### src/rtl/mcd_pkg.sv
`timescale 1ns / 1ps
`default_nettype none

package mcd_pkg;

	localparam int TICK_W   = 16;
	localparam int HOUR_W   = 5;
	localparam int MINUTE_W = 6;
	localparam int SCAN_W   = 2;
	localparam int DIGITS   = 4;
	localparam int SEG_W    = 8;
	localparam int CFG_IDX_W  = 2;
	localparam int CFG_DATA_W = 16;

	localparam logic [MINUTE_W-1:0] MINUTES_PER_HOUR = 6'd60;
	localparam logic [HOUR_W-1:0]   HOURS_PER_DAY    = 5'd24;
	localparam logic [HOUR_W-1:0]   HOURS_PER_HALF   = 5'd12;
	localparam logic [SEG_W-1:0]    DP_BIT           = 8'h80;

	// configuration register indexes
	localparam logic [CFG_IDX_W-1:0] REG_TICKS_PER_MINUTE   = 2'd0;
	localparam logic [CFG_IDX_W-1:0] REG_ALARM_HOUR         = 2'd1;
	localparam logic [CFG_IDX_W-1:0] REG_ALARM_SPAN_MINUTES = 2'd2;

	localparam logic [TICK_W-1:0]   TICKS_PER_MINUTE_RST = 16'd10;
	localparam logic [HOUR_W-1:0]   ALARM_HOUR_RST       = 5'd8;
	localparam logic [MINUTE_W-1:0] ALARM_SPAN_RST       = 6'd2;

	// scan positions
	localparam logic [SCAN_W-1:0] SCAN_MIN_UNITS  = 2'd0;
	localparam logic [SCAN_W-1:0] SCAN_MIN_TENS   = 2'd1;
	localparam logic [SCAN_W-1:0] SCAN_HOUR_UNITS = 2'd2;
	localparam logic [SCAN_W-1:0] SCAN_HOUR_TENS  = 2'd3;

	typedef struct packed {
		logic [HOUR_W-1:0]   hour;
		logic [MINUTE_W-1:0] minute;
		logic                fmt_24;
	} clock_state_t;

	// a-g in bits 0-6, common cathode
	function automatic logic [SEG_W-1:0] seg_of(input logic [3:0] d);
		logic [SEG_W-1:0] s;
		begin
			case (d)
				4'd0: s = 8'b0011_1111;
				4'd1: s = 8'b0000_0110;
				4'd2: s = 8'b0101_1011;
				4'd3: s = 8'b0100_1111;
				4'd4: s = 8'b0110_0110;
				4'd5: s = 8'b0110_1101;
				4'd6: s = 8'b0111_1101;
				4'd7: s = 8'b0000_0111;
				4'd8: s = 8'b0111_1111;
				4'd9: s = 8'b0110_1111;
				default: s = 8'h00;
			endcase
			seg_of = s;
		end
	endfunction

	// tens digit of a value below 64: (v * 13) >> 7 is exact there
	function automatic logic [3:0] tens_of(input logic [MINUTE_W-1:0] v);
		logic [MINUTE_W+3:0] p;
		begin
			p = {4'd0, v} * 10'd13;
			tens_of = {1'b0, p[MINUTE_W+3:7]};
		end
	endfunction

endpackage

`default_nettype wire

### src/rtl/mcd_digit.sv
`timescale 1ns / 1ps
`default_nettype none

module mcd_digit
	import mcd_pkg::*;
(
	input  wire clock_state_t     st,
	input  wire [SCAN_W-1:0]      scan,
	output logic [DIGITS-1:0]     digit_enable,
	output logic [SEG_W-1:0]      segments
);

	logic [HOUR_W-1:0]   hour_mod;
	logic [HOUR_W-1:0]   hour_shown;
	logic [3:0]          min_tens;
	logic [3:0]          min_units;
	logic [3:0]          hour_tens;
	logic [3:0]          hour_units;
	logic [MINUTE_W-1:0] min_tens_x10;
	logic [MINUTE_W-1:0] hour_tens_x10;
	logic [3:0]          digit;
	logic                dp_on;

	always_comb begin
		hour_mod = (st.hour >= HOURS_PER_HALF) ? st.hour - HOURS_PER_HALF : st.hour;
		if (st.fmt_24) begin
			hour_shown = st.hour;
		end else if (hour_mod == '0) begin
			hour_shown = HOURS_PER_HALF;
		end else begin
			hour_shown = hour_mod;
		end
	end

	always_comb begin
		min_tens      = tens_of(st.minute);
		min_tens_x10  = MINUTE_W'({min_tens, 3'b000} + {2'b00, min_tens, 1'b0});
		min_units     = 4'(st.minute - min_tens_x10);
		hour_tens     = tens_of({1'b0, hour_shown});
		hour_tens_x10 = MINUTE_W'({hour_tens, 3'b000} + {2'b00, hour_tens, 1'b0});
		hour_units    = 4'({1'b0, hour_shown} - hour_tens_x10);
	end

	always_comb begin
		case (scan)
			SCAN_MIN_UNITS:  digit = min_units;
			SCAN_MIN_TENS:   digit = min_tens;
			SCAN_HOUR_UNITS: digit = hour_units;
			SCAN_HOUR_TENS:  digit = hour_tens;
			default:         digit = min_units;
		endcase
		// point marks PM, on the minute units digit only
		dp_on = (scan == SCAN_MIN_UNITS) && !st.fmt_24 && (st.hour >= HOURS_PER_HALF);
		segments     = seg_of(digit) | (dp_on ? DP_BIT : '0);
		digit_enable = DIGITS'(1) << scan;
	end

endmodule

`default_nettype wire

### src/rtl/multiplexed_clock_display.sv
`timescale 1ns / 1ps
`default_nettype none

// Four-digit multiplexed clock display. Each accepted word on the input channel
// is one refresh tick carrying the sampled button level; it yields one result
// word with the digit select and segments of the scan position held before the
// tick, plus the time, display mode and alarm LED after it. The counters and the
// segment decode settle in one pass into the output register, and a new tick is
// taken every cycle while the output register is empty or being drained.
// Configuration writes land at once.

module multiplexed_clock_display
	import mcd_pkg::*;
(
	input  wire                   clk,
	input  wire                   arst_n,
	input  wire                   in_valid,
	output logic                  in_ready,
	input  wire                   button_level,
	output logic                  out_valid,
	input  wire                   out_ready,
	output logic [DIGITS-1:0]     digit_enable,
	output logic [SEG_W-1:0]      segments,
	output logic                  alarm_led,
	output logic [HOUR_W-1:0]     hours_now,
	output logic [MINUTE_W-1:0]   minutes_now,
	output logic                  mode_now,
	input  wire                   cfg_we,
	input  wire [CFG_IDX_W-1:0]   cfg_index,
	input  wire [CFG_DATA_W-1:0]  cfg_data
);

	logic [TICK_W-1:0]   ticks_per_minute_q;
	logic [HOUR_W-1:0]   alarm_hour_q;
	logic [MINUTE_W-1:0] alarm_span_q;

	clock_state_t        st_q;
	clock_state_t        st_next;
	logic [SCAN_W-1:0]   scan_q;
	logic [TICK_W-1:0]   tick_q;
	logic [TICK_W-1:0]   tick_inc;
	logic [TICK_W-1:0]   tick_next;
	logic                last_button_q;

	logic                out_valid_q;
	logic [DIGITS-1:0]   digit_enable_q;
	logic [SEG_W-1:0]    segments_q;
	logic                alarm_led_q;
	logic [HOUR_W-1:0]   hours_q;
	logic [MINUTE_W-1:0] minutes_q;
	logic                mode_q;

	logic [DIGITS-1:0]   dig_en;
	logic [SEG_W-1:0]    dig_seg;
	logic                alarm_next;
	logic                in_fire;

	assign in_ready = !out_valid_q || out_ready;
	assign in_fire  = in_valid && in_ready;

	always_ff @(posedge clk or negedge arst_n) begin
		if (!arst_n) begin
			ticks_per_minute_q <= TICKS_PER_MINUTE_RST;
			alarm_hour_q       <= ALARM_HOUR_RST;
			alarm_span_q       <= ALARM_SPAN_RST;
		end else if (cfg_we) begin
			case (cfg_index)
				REG_TICKS_PER_MINUTE:   ticks_per_minute_q <= cfg_data;
				REG_ALARM_HOUR:         alarm_hour_q <= cfg_data[HOUR_W-1:0];
				REG_ALARM_SPAN_MINUTES: alarm_span_q <= cfg_data[MINUTE_W-1:0];
				default: ;
			endcase
		end
	end

	mcd_digit u_digit (
		.st           (st_q),
		.scan         (scan_q),
		.digit_enable (dig_en),
		.segments     (dig_seg)
	);

	always_comb begin
		st_next  = st_q;
		tick_inc = tick_q + TICK_W'(1);
		tick_next = tick_inc;
		// advance one minute when the divider reaches its limit
		if (tick_inc >= ticks_per_minute_q) begin
			tick_next = '0;
			if (st_q.minute >= MINUTES_PER_HOUR - MINUTE_W'(1)) begin
				st_next.minute = '0;
				st_next.hour   = (st_q.hour >= HOURS_PER_DAY - HOUR_W'(1)) ?
				                 '0 : st_q.hour + HOUR_W'(1);
			end else begin
				st_next.minute = st_q.minute + MINUTE_W'(1);
			end
		end
		if (last_button_q && !button_level) begin
			st_next.fmt_24 = !st_q.fmt_24;
		end
		alarm_next = (st_next.hour == alarm_hour_q) && (st_next.minute < alarm_span_q);
	end

	always_ff @(posedge clk or negedge arst_n) begin
		if (!arst_n) begin
			st_q          <= '0;
			scan_q        <= SCAN_MIN_UNITS;
			tick_q        <= '0;
			last_button_q <= 1'b1;
		end else if (in_fire) begin
			st_q          <= st_next;
			scan_q        <= scan_q + SCAN_W'(1);
			tick_q        <= tick_next;
			last_button_q <= button_level;
		end
	end

	always_ff @(posedge clk or negedge arst_n) begin
		if (!arst_n) begin
			out_valid_q <= 1'b0;
		end else if (in_ready) begin
			out_valid_q <= in_valid;
		end
	end

	// result word; hold while stalled
	always_ff @(posedge clk) begin
		if (in_fire) begin
			digit_enable_q <= dig_en;
			segments_q     <= dig_seg;
			alarm_led_q    <= alarm_next;
			hours_q        <= st_next.hour;
			minutes_q      <= st_next.minute;
			mode_q         <= st_next.fmt_24;
		end
	end

	assign out_valid    = out_valid_q;
	assign digit_enable = digit_enable_q;
	assign segments     = segments_q;
	assign alarm_led    = alarm_led_q;
	assign hours_now    = hours_q;
	assign minutes_now  = minutes_q;
	assign mode_now     = mode_q;

	a_minute_range: assert property (@(posedge clk) disable iff (!arst_n)
		st_q.minute < MINUTES_PER_HOUR)
		else $error("minute count out of range");

	a_hour_range: assert property (@(posedge clk) disable iff (!arst_n)
		st_q.hour < HOURS_PER_DAY)
		else $error("hour count out of range");

	a_scan_step: assert property (@(posedge clk) disable iff (!arst_n)
		in_fire |=> scan_q == $past(scan_q) + SCAN_W'(1))
		else $error("scan did not advance on accepted word");

	a_out_onehot: assert property (@(posedge clk) disable iff (!arst_n)
		out_valid_q |-> $onehot(digit_enable_q))
		else $error("digit select not one-hot");

	a_out_time: assert property (@(posedge clk) disable iff (!arst_n)
		in_fire |=> hours_q == st_q.hour && minutes_q == st_q.minute
		            && mode_q == st_q.fmt_24)
		else $error("result time differs from clock state");

endmodule

`default_nettype wire

### config.mk
export PLATFORM = sky130hd
export DESIGN_NAME = multiplexed_clock_display
export DESIGN_NICKNAME = d
export VERILOG_FILES = /design/src/rtl/mcd_pkg.sv /design/src/rtl/mcd_digit.sv /design/src/rtl/multiplexed_clock_display.sv
export SDC_FILE = /design/constraint.sdc
export NUM_CORES = 1
export LEC_CHECK = 0
export ABC_AREA = 1
export BUFFER_PORTS_ARGS = -buffer_cell sky130_fd_sc_hd__buf_2
export CAP_MARGIN = 0
export CORE_ASPECT_RATIO = 1.2
export CORE_UTILIZATION = 35
export CTS_CLUSTER_SIZE = 10
export DETAILED_ROUTE_END_ITERATION = 8
export GPL_TIMING_DRIVEN = 0
export HOLD_SLACK_MARGIN = 0.12
export PLACE_DENSITY_LB_ADDON = 0.3
export SLEW_MARGIN = 20
export SYNTH_ARGS = -nofsm -noshare
export SYNTH_HDL_FRONTEND = slang
export SYNTH_SLANG_ARGS = --single-unit
### constraint.sdc
create_clock -name clk -period 6.2 [get_ports clk]
set_input_delay 0.31 -clock clk [delete_from_list [all_inputs] [get_ports clk]]
set_output_delay 0.31 -clock clk [all_outputs]
set_load 0.01 [all_outputs]
Word-level counts from Yosys, hierarchy flattened
Memories as Yosys holds them, arrays and structs flattened.
Index checks and enable logic that the tools add are counted.
{"block": "op_classes", "addsub": 9, "n_mul": 2, "muxes": 11, "eq_ne": 6, "n_shift": 1, "order_cmp": 5, "bitwise_logic": 1, "reduce_logical": 15}
{"op": "two-way mux 5 bit", "n": 5}
{"op": "adder 16 x 1 -> 16 bit, second input constant", "n": 1}
{"op": ">= comparator 16 bit", "n": 1}
{"op": "two-way mux 16 bit", "n": 1}
{"op": "one-hot mux 4 bit (4 select lines)", "n": 1}
{"op": "two-way mux 11 bit", "n": 1}
{"op": "multiplier 6 x 4 -> 10 bit, second input constant", "n": 1}
{"op": "multiplier 5 x 4 -> 9 bit, second input constant", "n": 1}
{"op": "two-way mux 8 bit", "n": 1}
{"op": "OR 8 bit", "n": 1}
{"op": "subtractor 4 bit", "n": 2}
{"op": "adder 6 x 1 -> 6 bit, second input constant", "n": 1}
{"op": "equality test 2 bit, second input constant", "n": 3}
{"op": ">= comparator 6 bit, second input constant", "n": 1}
{"op": "< comparator 6 bit", "n": 1}
{"op": "two-way mux 6 bit", "n": 1}
{"op": "AND reduction 2 bit", "n": 3}
{"op": "adder 5 x 1 -> 5 bit, second input constant", "n": 1}
{"op": "equality test 5 bit", "n": 1}
{"op": ">= comparator 5 x 4 -> 1 bit, second input constant", "n": 1}
{"op": ">= comparator 5 bit, second input constant", "n": 1}
{"op": "logical AND 1 bit", "n": 5}
{"op": "zero test 5 bit", "n": 1}
{"op": "subtractor 5 x 4 -> 5 bit, second input constant", "n": 1}
{"op": "other kinds (9)", "n": 13}
{"block": "word_totals", "reg_bits": 84, "memories": 1, "elab_cells": 67, "rom_bits": 112, "inputBits": 24}
{"name": "(no name shown)", "words": 16, "width": 7, "rd": 1, "rd_clocked_by_memory_dff": 0, "write_ports": 0, "line": "mcd_pkg.sv:45", "source": "case (d)"}

Depth between registers and ports, before layout
Gate-level depths: netlist of run 1.
An unclocked memory read counts as a cell.
{"block": "logic_depth", "ltp_word": 11, "ltp_mapped": 34, "depth_no_buf": 34}

Hierarchy
Synthesis of run 1 repeated with hierarchy kept, for this count alone.
{"block": "unflattened", "hier_cells": 723, "hier_area_um2": 5809.3}
{"mod": "multiplexed_clock_display", "seq_area_each_um2": 2233.4, "n_inst": 1, "cells_per_inst": 490, "area_each_um2": 4352.9}
{"mod": "mcd_digit", "seq_area_each_um2": 0.0, "n_inst": 1, "cells_per_inst": 233, "area_each_um2": 1456.4}

Worst setup path before layout of run 1
OpenSTA, ideal clock, no wires.
{"block": "synth_path", "path_type": "reg-to-reg", "startpoint": "reg st_q[7] (netlist name)", "endpoint": "reg segments_q[6] (netlist: segments[6]) (data pin)", "stages_incl_launch_ff": 33, "path_buffers": 0, "arrival_time_ps": 4343, "setup_slack_ps": 1727, "setup_time_ps": 130, "path_cell_list": "dfrtp_1 > inv_1 > ha_1 > nand2_1 > nand3_1 > nand2_1 > nand2_1 > nor3_1 > inv_1 > a21oi_1 > ha_1 > fa_1 > ha_1 > nand3_1 > nor2_1 > nand2_1 > nand2_1 > nand2_2 > nand3_1 > nand2_4 > ha_1 > nor2_1 > nor2_1 > nand2_1 > inv_1 > nand2_1 > nand2_2 > inv_1 > ha_1 > or2_2 > o21ai_0 > nand2_1 > nand2_1"}
{"block": "synth_between", "elab_chain_len": 11, "word_cells_on_any_way": 12, "classes_between": "add/sub: 3; mul: 1; order compare: 1; mux: 4; bitwise: 1; reduce/logical: 1; memory: 1"}
{"element": "start, declared", "line": "multiplexed_clock_display.sv:37", "source": "clock_state_t st_q;"}
{"element": "start signal, assigned", "line": "multiplexed_clock_display.sv:111", "source": "st_q <= st_next;"}
{"element": "subtractor 5 x 4 -> 5 bit / >= comparator 5 x 4 -> 1 bit (equally long branches)", "line": "mcd_digit.sv:25", "source": "hour_mod = (st.hour >= HOURS_PER_HALF) ? st.hour - HOURS_PER_HALF : st.hour;"}
{"element": "two-way mux 5 bit", "line": "mcd_digit.sv:25"}
{"element": "zero test 5 bit", "line": "mcd_digit.sv:28", "source": "end else if (hour_mod == '0) begin"}
{"element": "two-way mux 5 bit", "line": "mcd_digit.sv:28"}
{"element": "two-way mux 5 bit *", "line": "mcd_digit.sv:26", "source": "if (st.fmt_24) begin"}
{"element": "multiplier 5 x 4 -> 9 bit", "line": "mcd_pkg.sv:66", "source": "p = {4'd0, v} * 10'd13;"}
{"element": "adder 4 x 3 -> 4 bit", "line": "mcd_digit.sv:40", "source": "hour_tens_x10 = MINUTE_W'({hour_tens, 3'b000} + {2'b00, hour_tens, 1'b0});"}
{"element": "subtractor 4 bit", "line": "mcd_digit.sv:41", "source": "hour_units = 4'({1'b0, hour_shown} - hour_tens_x10);"}
{"element": "one-hot mux 4 bit (4 select lines) *", "line": "mcd_digit.sv:45", "source": "case (scan)"}
{"element": "memory (16 x 7 bit) *"}
{"element": "OR 8 bit *", "line": "mcd_digit.sv:54", "source": "segments = seg_of(digit) | (dp_on ? DP_BIT : '0);"}
{"element": "via dig_seg[6]", "line": "multiplexed_clock_display.sv:54", "source": "logic [SEG_W-1:0] dig_seg;"}
{"element": "end signal, assigned", "line": "multiplexed_clock_display.sv:130", "source": "segments_q <= dig_seg;"}
{"element": "end, declared", "line": "multiplexed_clock_display.sv:47", "source": "logic [SEG_W-1:0] segments_q;"}
The timed path passes the listed nets; every way through them passes the cells marked *.
A chain may end at the register's enable or synchronous reset.

Worst setup path in the final report of run 1
Same ends and word-level chain as after synthesis.

==> impl_summary.txt, run 1 <==
----------------------------------------------------
[Outcome]
  Outcome ... finished clean

[Setup path]
  Nature of the critical path endpoint ... flop
  Most used cell along the critical path ... nand2_1
  Cells on worst reg2reg path ... 33
  Critical path data required time ... around 6.4 ns
  Cell with the largest stage delay on the worst path ... fa_1
  Crit Path Max Fanout ... 6
  Crit path depth ... 33
  Stage delay of the slowest cell on the critical path ... ~0.47 ns
  Combined buffer and inverter count along the critical path ... 4
  Crit path arrival time ... about 5.2 ns
  Delay-heaviest family, CP ... simple AND/OR/NAND/NOR gates
  Type of origin of the critical path ... flop
  Worst Path Class, Setup ... flop to flop

[Logic synthesis]
  Avg Cell Area, Syn ... between 7 and 8 um2
  Main synth FF type ... dfrtp_1
  Number of enable flip-flop cells after synthesis ... 25
  Fraction of registers with async set/reset ... a little over two thirds
  Synth cell count leaders ... 176 x nand2_1, 126 x inv_1, 69 x ha_1
  Cell count after synthesis ... roughly 730
  Synth area leaders ... dfrtp_1 23%, ha_1 15%, edfxtp_1 13%
  Post-synth top area share ... between 20% and 30%
  Portion of the post-synthesis area used by sequential elements ... between 30% and 40%
  Cell with the most instances after synthesis ... nand2_1
  Mapped Nets ... 824
  Synth Warn # ... 0
  Library cell occupying the most area in the post-synthesis netlist ... dfrtp_1
  Post-synthesis instance area ... 0.00578 mm2
  Flops & latches, synth ... 84
  Number of distinct library cell variants in the gate-level netlist after synthesis ... between 40 and 50

[Pwr]
  Proportion of power drawn by flip-flops and latches ... 29.7%
  Power density normalized to cell area ... roughly 430 mW/mm2
  Share of total power in the clock network ... 19.7%
  Switch share ... between 40 and 50%
  Static Leak ... 3.53 nW
  Logic pwr share ... around half
  Switching power total ... approximately 1.2 mW
  Max IR drop VDD ... between 0.0001 and 0.00015 V
  Total internal power ... between 1.5 and 2 mW

[Timing]
  Final total negative setup slack ... 0 ns
  Unrepaired setup endpoints after global routing ... no
  Count of final hold-check violations ... 0
  Post-route clock period utilization ... roughly four fifths
  Peak clock frequency supported by timing ... ~200 MHz
  Count of endpoints failing setup in the final report ... 0
  Rel. slew slack ... between 40 and 50%
  Final critical path time including I/O delays and setup ... about 5.0 ns
  Slew at the pin closest to its max-slew limit ... around 0.77 ns
  Post-route clock skew ... just under 0.009 ns
  Final slew viol count ... 0

[Flow run]
  Max-cap violations ... 0

[Routing]
  Router iterations before antenna repair ... 4
  Amount of wire on met3 after detailed routing ... between 300 and 400 um
  Detailed-route wire length on metal 1 ... approximately 5.6 mm
  Detail-routed via count per cell ... about 4.7
  Highest Signal Layer ... met4
  First DRT Iteration DRCs ... approximately 170
  Final wirelength ... 11.9 mm
  DRC violation count after routing ... 0
  Residual antenna-violating net count after detailed routing ... 0
  Vias after detailed routing ... ~4700
  Average wire per cell in the routed design ... 11.8 um
  Met2 Routed Length ... between 5 and 6 mm

[Cells and area]
  Filler cell count ... approximately 1700
  Share of layout cells above drive strength 1 ... between 10% and 20%
  Final-stage net count ... ~890
  Post-route non-filler standard cell count ... about 1000
  Relative area change from synthesis to final layout ... 15.0%
  Final antenna diode count ... 0

[Placement]
  Dpl hpwl ... a little over 9 mm
  # placed instances ... 991
  Last weighted congestion value of the routability-driven placer ... a little under 0.8
  Number of buffers inserted by port buffering ... 50

[Floorplanning]
  Starting Density ... 35.6%
  Die outline area ... 0.0170 mm2
  Die Span Y ... 143 um
  Placeable Area ... ~0.016 mm2
  Floorplan row count ... 51
  Width of the die ... 119 um
  I/O pin count ... 51

[Clocking]
  Clock Latency Late Sink ... between 0.3 and 0.4 ns
  Quantity of gates resized following cts ... 0
  Clock root buffer ... clkbuf_16
  Post-CTS repair timing setup buffer count ... 0
  Deepest clock path buffer count ... 2
  # hold bufs at CTS ... 1
  TritonCTS clock tree ... yes
  Clk pin slew, worst setup/hold paths ... 0.06 ns
  Clock buffer count from CTS ... 9
  H-Tree Level Count ... 3
  Num Clock Sinks ... 84

[Global route]
  Aggregate global routing overflow ... 0
  Global routing usage summed across all routing layers ... roughly 15%
  Initial antenna violation count ... 0
  Vias in the first global route ... about 4500
  Wire length of the first global-routing pass ... just over 20 mm
  Maximum number of pins on one net before global-route repair ... 60

[Worst hold path]
  Hold Path Stages ... 3
  Class of the tightest hold or removal check ... input pin to flop

----------------------------------------------------
## cell families after synthesis
kind of cell | synth area share [%]
AO/OA/AOI/OAI | 10.2
AND/OR/NAND/NOR | 23.5
XOR/XNOR | 2.12
adder cells (fa/ha/maj) | 16.0
buffers and inverters | 9.58
flip-flops | 38.7
## power groups by stage
stage,logic [mW],clock network (mW),registers (mW)
2_1_floorplan,1.11,0,0.861
3_3_place_gp,1.42,0,0.854
3_5_place_dp,1.45,0,0.853
4_1_cts,1.46,0.577,0.844
5_1_grt,1.71,0.605,0.862
6_report,1.44,0.561,0.844
## final timing paths
check                      slack, ns                         startpoint                                 end
min in group asynchronous       0.57                             arst_n               out_valid$_DFFE_PN0N_
setup reg to reg                1.19                st_q[7]$_DFFE_PN0P_               segments[6]$_DFFE_PP_
hold / removal                  0.20                       cfg_data[13]  ticks_per_minute_q[13]$_DFFE_PN0P_
setup / recovery                1.19                st_q[7]$_DFFE_PN0P_               segments[6]$_DFFE_PP_
hold reg to reg                 0.48  ticks_per_minute_q[5]$_DFFE_PN0P_   ticks_per_minute_q[5]$_DFFE_PN0P_
max in group asynchronous       5.11                             arst_n               scan_q[1]$_DFFE_PN0P_
## layout make-up
type / instances / area, um2 / share of cell area, %
Inverter: 129 / 487 / 7.33
Multi-Input combinational cell: 502 / 2990 / 45.0
Clock inverter: 6 / 70.1 / 1.06
Buffer: 13 / 67.6 / 1.02
Timing Repair Buffer: 52 / 290 / 4.37
Clock buffer: 10 / 239 / 3.60
Sequential cell: 84 / 2230 / 33.6
Tap cell: 212 / 265 / 3.99
## tightest hold or removal path, delay by kind of cell
kind                   cells  cell delay [ns]
buffers and inverters      1             0.07
AOI/OAI and AO/OA          1             0.09
and+or+nand+nor            1             0.03
## metal layers
layer	global-route usage, %	vias up
li1	-	2482
met1	18.4	2134
met2	27.2	57
met3	2.68	15
met4	6.73	0
met5	0	-
## through the flow
| step | setup slack, ns | cell area (um2) | power, mW | util, % | hold slack [ns] |
|---|---|---|---|---|---|
| 5_1_grt | 0.616 | 6640 | 3.18 | 41.0 | 0.207 |
| 2_1_floorplan | 1.73 | 5780 | 1.97 | - | 0.0144 |
| 3_3_place_gp | 1.20 | 6290 | 2.28 | 38.8 | 0.466 |
| 4_1_cts | 1.15 | 6640 | 2.88 | 41.0 | 0.197 |
| 6_report | 1.19 | 6640 | 2.85 | 41.0 | 0.205 |
| 3_5_place_dp | 1.16 | 6320 | 2.31 | 39.0 | 0.441 |
## registers in the layout (all words and copies together), names as in the netlist
| name | count |
|---|---|
| mode_now | 1 |
| ticks_per_minute_q | 16 |
| last_button_q | 1 |
| digit_enable | 4 |
| scan_q | 2 |
| hours_now | 5 |
| minutes_now | 6 |
| alarm_hour_q | 5 |
| segments | 8 |
| alarm_led | 1 |
| alarm_span_q | 6 |
| out_valid | 1 |
| st_q | 12 |
| tick_q | 16 |
## cells in the final DEF (no fill, tap or decap), drive strengths merged, types with 2 or more instances in the layout
cell type | netlist | routed
a21oi | 33 | 33
and2 | 2 | 2
buf | 4 | 55
clkbuf | 9 | 19
clkinv | 0 | 3
dfrtp | 54 | 54
dfstp | 5 | 5
edfxtp | 25 | 25
fa | 3 | 3
ha | 69 | 69
inv | 129 | 131
nand2 | 185 | 185
nand3 | 48 | 48
nand3b | 4 | 4
nand4 | 10 | 10
nor2 | 44 | 44
nor3 | 6 | 6
o21ai | 65 | 65
o22ai | 7 | 7
or2 | 4 | 4
xor2 | 13 | 13
Note: power is estimated with default switching activity, not from simulation.
==> inputs of run 2 (changes only) <==
clock period = 4.55 ns   (was 6.2 ns; I/O delays follow)
==> impl_summary.txt, run 2 (synthesis gave the netlist of run 1 again) <==
----------------------------------------------------
[Worst hold path]
  Origin of the worst min-delay path ... cfg_data[9]
  Class of the tightest hold or removal check ... input pin to flop
  Hold Path Stages ... 3 (unchanged)
  Endpoint, Worst Hold ... ticks_per_minute_q[9]$_DFFE_PN0P_

[Clocking]
  Clock Latency Late Sink ... 0.35 ns (about the same)
  Clock buffer count from CTS ... 9 (unchanged)
  Clk pin slew, worst setup/hold paths ... 0.06 ns (about the same)
  H-Tree Level Count ... 3 (unchanged)
  TritonCTS clock tree ... yes
  Clock root buffer ... clkbuf_16
  Deepest clock path buffer count ... 2 (unchanged)
  Num Clock Sinks ... 84 (unchanged)

[Placement]
  Last weighted congestion value of the routability-driven placer ... 0.781 (unchanged)
  Number of buffers inserted by port buffering ... 50 (unchanged)
  Dpl hpwl ... 9.29 mm (unchanged)

[Floorplanning]
  Width of the die ... 119 um (unchanged)
  Placeable Area ... 0.0162 mm2 (unchanged)
  Die outline area ... 0.0170 mm2 (unchanged)
  Floorplan row count ... 51 (unchanged)
  I/O pin count ... 51 (unchanged)
  Die Span Y ... 143 um (unchanged)
  Starting Density ... 35.6% (unchanged)

[Cells and area]
  Commonest cells after routing, fill and taps aside ... 165 x nand2_1, 122 x inv_1, 59 x ha_1, 52 x o21ai_0, 51 x buf_2
  Final-stage net count ... 912 (+2.8%)
  Largest registers ... tick_q: 16 flops, ticks_per_minute_q: 16 flops, st_q: 12 flops
  Final antenna diode count ... 0 (unchanged)
  Share of layout cells above drive strength 1 ... 21.0% (+8.0 points)
  Relative area change from synthesis to final layout ... 23.4%
  Most common cell after layout, fill and taps aside ... nand2_1

[Timing]
  Peak clock frequency supported by timing ... 228 MHz (+14%)
  Rel. slew slack ... 48.5% (-0.48 points)
  Unrepaired setup endpoints after global routing ... yes
  Final critical path time including I/O delays and setup ... 4.38 ns (-0.629 ns)
  Slew at the pin closest to its max-slew limit ... 0.773 ns (+0.00727 ns)
  Post-route clock skew ... 0.00993 ns (+0.00124 ns)
  Count of final hold-check violations ... 0 (unchanged)
  Fin Hold WS ... 0.121 ns (-0.0835 ns)
  Final slew viol count ... 0 (unchanged)
  Final total negative setup slack ... 0 ns (unchanged)
  Count of endpoints failing setup in the final report ... 0 (unchanged)
  Post-route clock period utilization ... 96.3% (+15 points)

[Setup path]
  Crit path arrival time ... 4.49 ns (-0.74 ns)
  Worst reg2reg startpoint ... st_q[10]$_DFFE_PN0P_
  Most used cell along the critical path ... nand2_1
  Worst Path Class, Setup ... flop to flop
  Cells on worst reg2reg path ... 31 (-6.1%)
  Critical path data required time ... 4.66 ns (-1.76 ns)
  Type of origin of the critical path ... flop
  Setup slack of the most critical reg-to-reg path ... 0.17 ns (-1.02 ns)
  Stage delay of the slowest cell on the critical path ... 0.47 ns (about the same)
  Endpoint of the worst register-to-register path ... segments[3]$_DFFE_PP_
  Nature of the critical path endpoint ... flop
  Crit Path Max Fanout ... 6 (unchanged)
  Cell with the largest stage delay on the worst path ... fa_1

[Global route]
  Global routing usage summed across all routing layers ... 15.6% (+0.17 points)
  Maximum number of pins on one net before global-route repair ... 60 (unchanged)
  Initial antenna violation count ... 0 (unchanged)
  Wire length of the first global-routing pass ... 20.9 mm (+0.90%)
  Vias in the first global route ... 4557 (+0.75%)
  Aggregate global routing overflow ... 0 (unchanged)

[Routing]
  First DRT Iteration DRCs ... 190 (+9.2%)
  Final wirelength ... 12.6 mm (+5.8%)
  Residual antenna-violating net count after detailed routing ... 0 (unchanged)
  Detail-routed via count per cell ... 4.69 (+0.76%)
  Vias after detailed routing ... 4841 (+3.3%)
  Average wire per cell in the routed design ... 12.2 um (+3.3%)
  DRC violation count after routing ... 0 (unchanged)
  Router iterations before antenna repair ... 5 (+1)

[Flow run]
  Max-cap violations ... 0 (unchanged)

[Outcome]
  Outcome ... finished clean

[Pwr]
  Power density normalized to cell area ... 604 mW/mm2 (+41%)
  Static Leak ... 3.69 nW (+4.5%)
  Max IR drop VDD ... 0.000224 V (+68%)

----------------------------------------------------
run 2: metrics by stage:
step	utilization (%)	cell area (um2)	worst slack (ns)	instances	power [mW]
2_1_floorplan	-	5780	0.0774	728	2.68
3_3_place_gp	38.8	6290	-0.450	990	3.10
3_5_place_dp	39.0	6320	-0.487	991	3.14
4_1_cts	42.1	6820	0.0101	1022	4.01
5_1_grt	44.0	7130	-0.172	1033	4.74
6_report	44.0	7130	0.166	1033	4.30
run 2: cell type report:
cell class	count	area, um2
Clock buffer	10	239
Tap cell	212	265
Sequential cell	84	2240
Timing Repair Buffer	77	497
Fill cell	1655	9080
Clock inverter	6	70.1
Inverter	129	499
Multi-Input combinational cell	502	3250
Buffer	13	67.6
run 2: repair_timing:
action,4_1_cts,5_1_grt
hold endpoints to repair,60,0
gates resized for setup,19,54
endpoints found under the setup margin,8,8
hold buffers,7,0
pin swaps,5,41
setup buffers,8,11
run 2: report_power, final:
group	total (mW)	internal [mW]	leakage, nW	switching, mW
clock network	0.768	0.445	0.153	0.322
registers	1.15	1.03	0.966	0.126
logic	2.38	0.968	2.57	1.41
run 2: how the worst max path moves through the flow:
stage,startpoint,depth (start not counted),end
finish,st_q[10]$_DFFE_PN0P_,31,segments[3]$_DFFE_PP_
global route,tick_q[0]$_DFFE_PN0P_,24,alarm_led$_DFFE_PP_
CTS,st_q[7]$_DFFE_PN0P_,33,segments[6]$_DFFE_PP_
detailed placement,st_q[7]$_DFFE_PN0P_,33,segments[3]$_DFFE_PP_
global placement,st_q[7]$_DFFE_PN0P_,32,segments[3]$_DFFE_PP_
floorplan,st_q[7]$_DFFE_PN0P_,32,segments[6]$_DFFE_PP_
run 2: critical path, delay by kind of cell (launching register included):
family | cells | cell delay [ns]
and+or+nand+nor | 20 | 1.50
AOI/OAI and AO/OA | 2 | 0.30
DFF | 1 | 0.45
buffers and inverters | 3 | 0.18
adders and majority gates | 6 | 1.69
run 2: metal layers:
metal / vias to the layer above / GRT usage (%) / wire length, um
met3: 23 / 2.68 / 332
li1: 2533 / - / -
met5: - / 0 / 0
met4: 0 / 6.73 / 404
met1: 2211 / 18.5 / 5710
met2: 74 / 27.6 / 6180
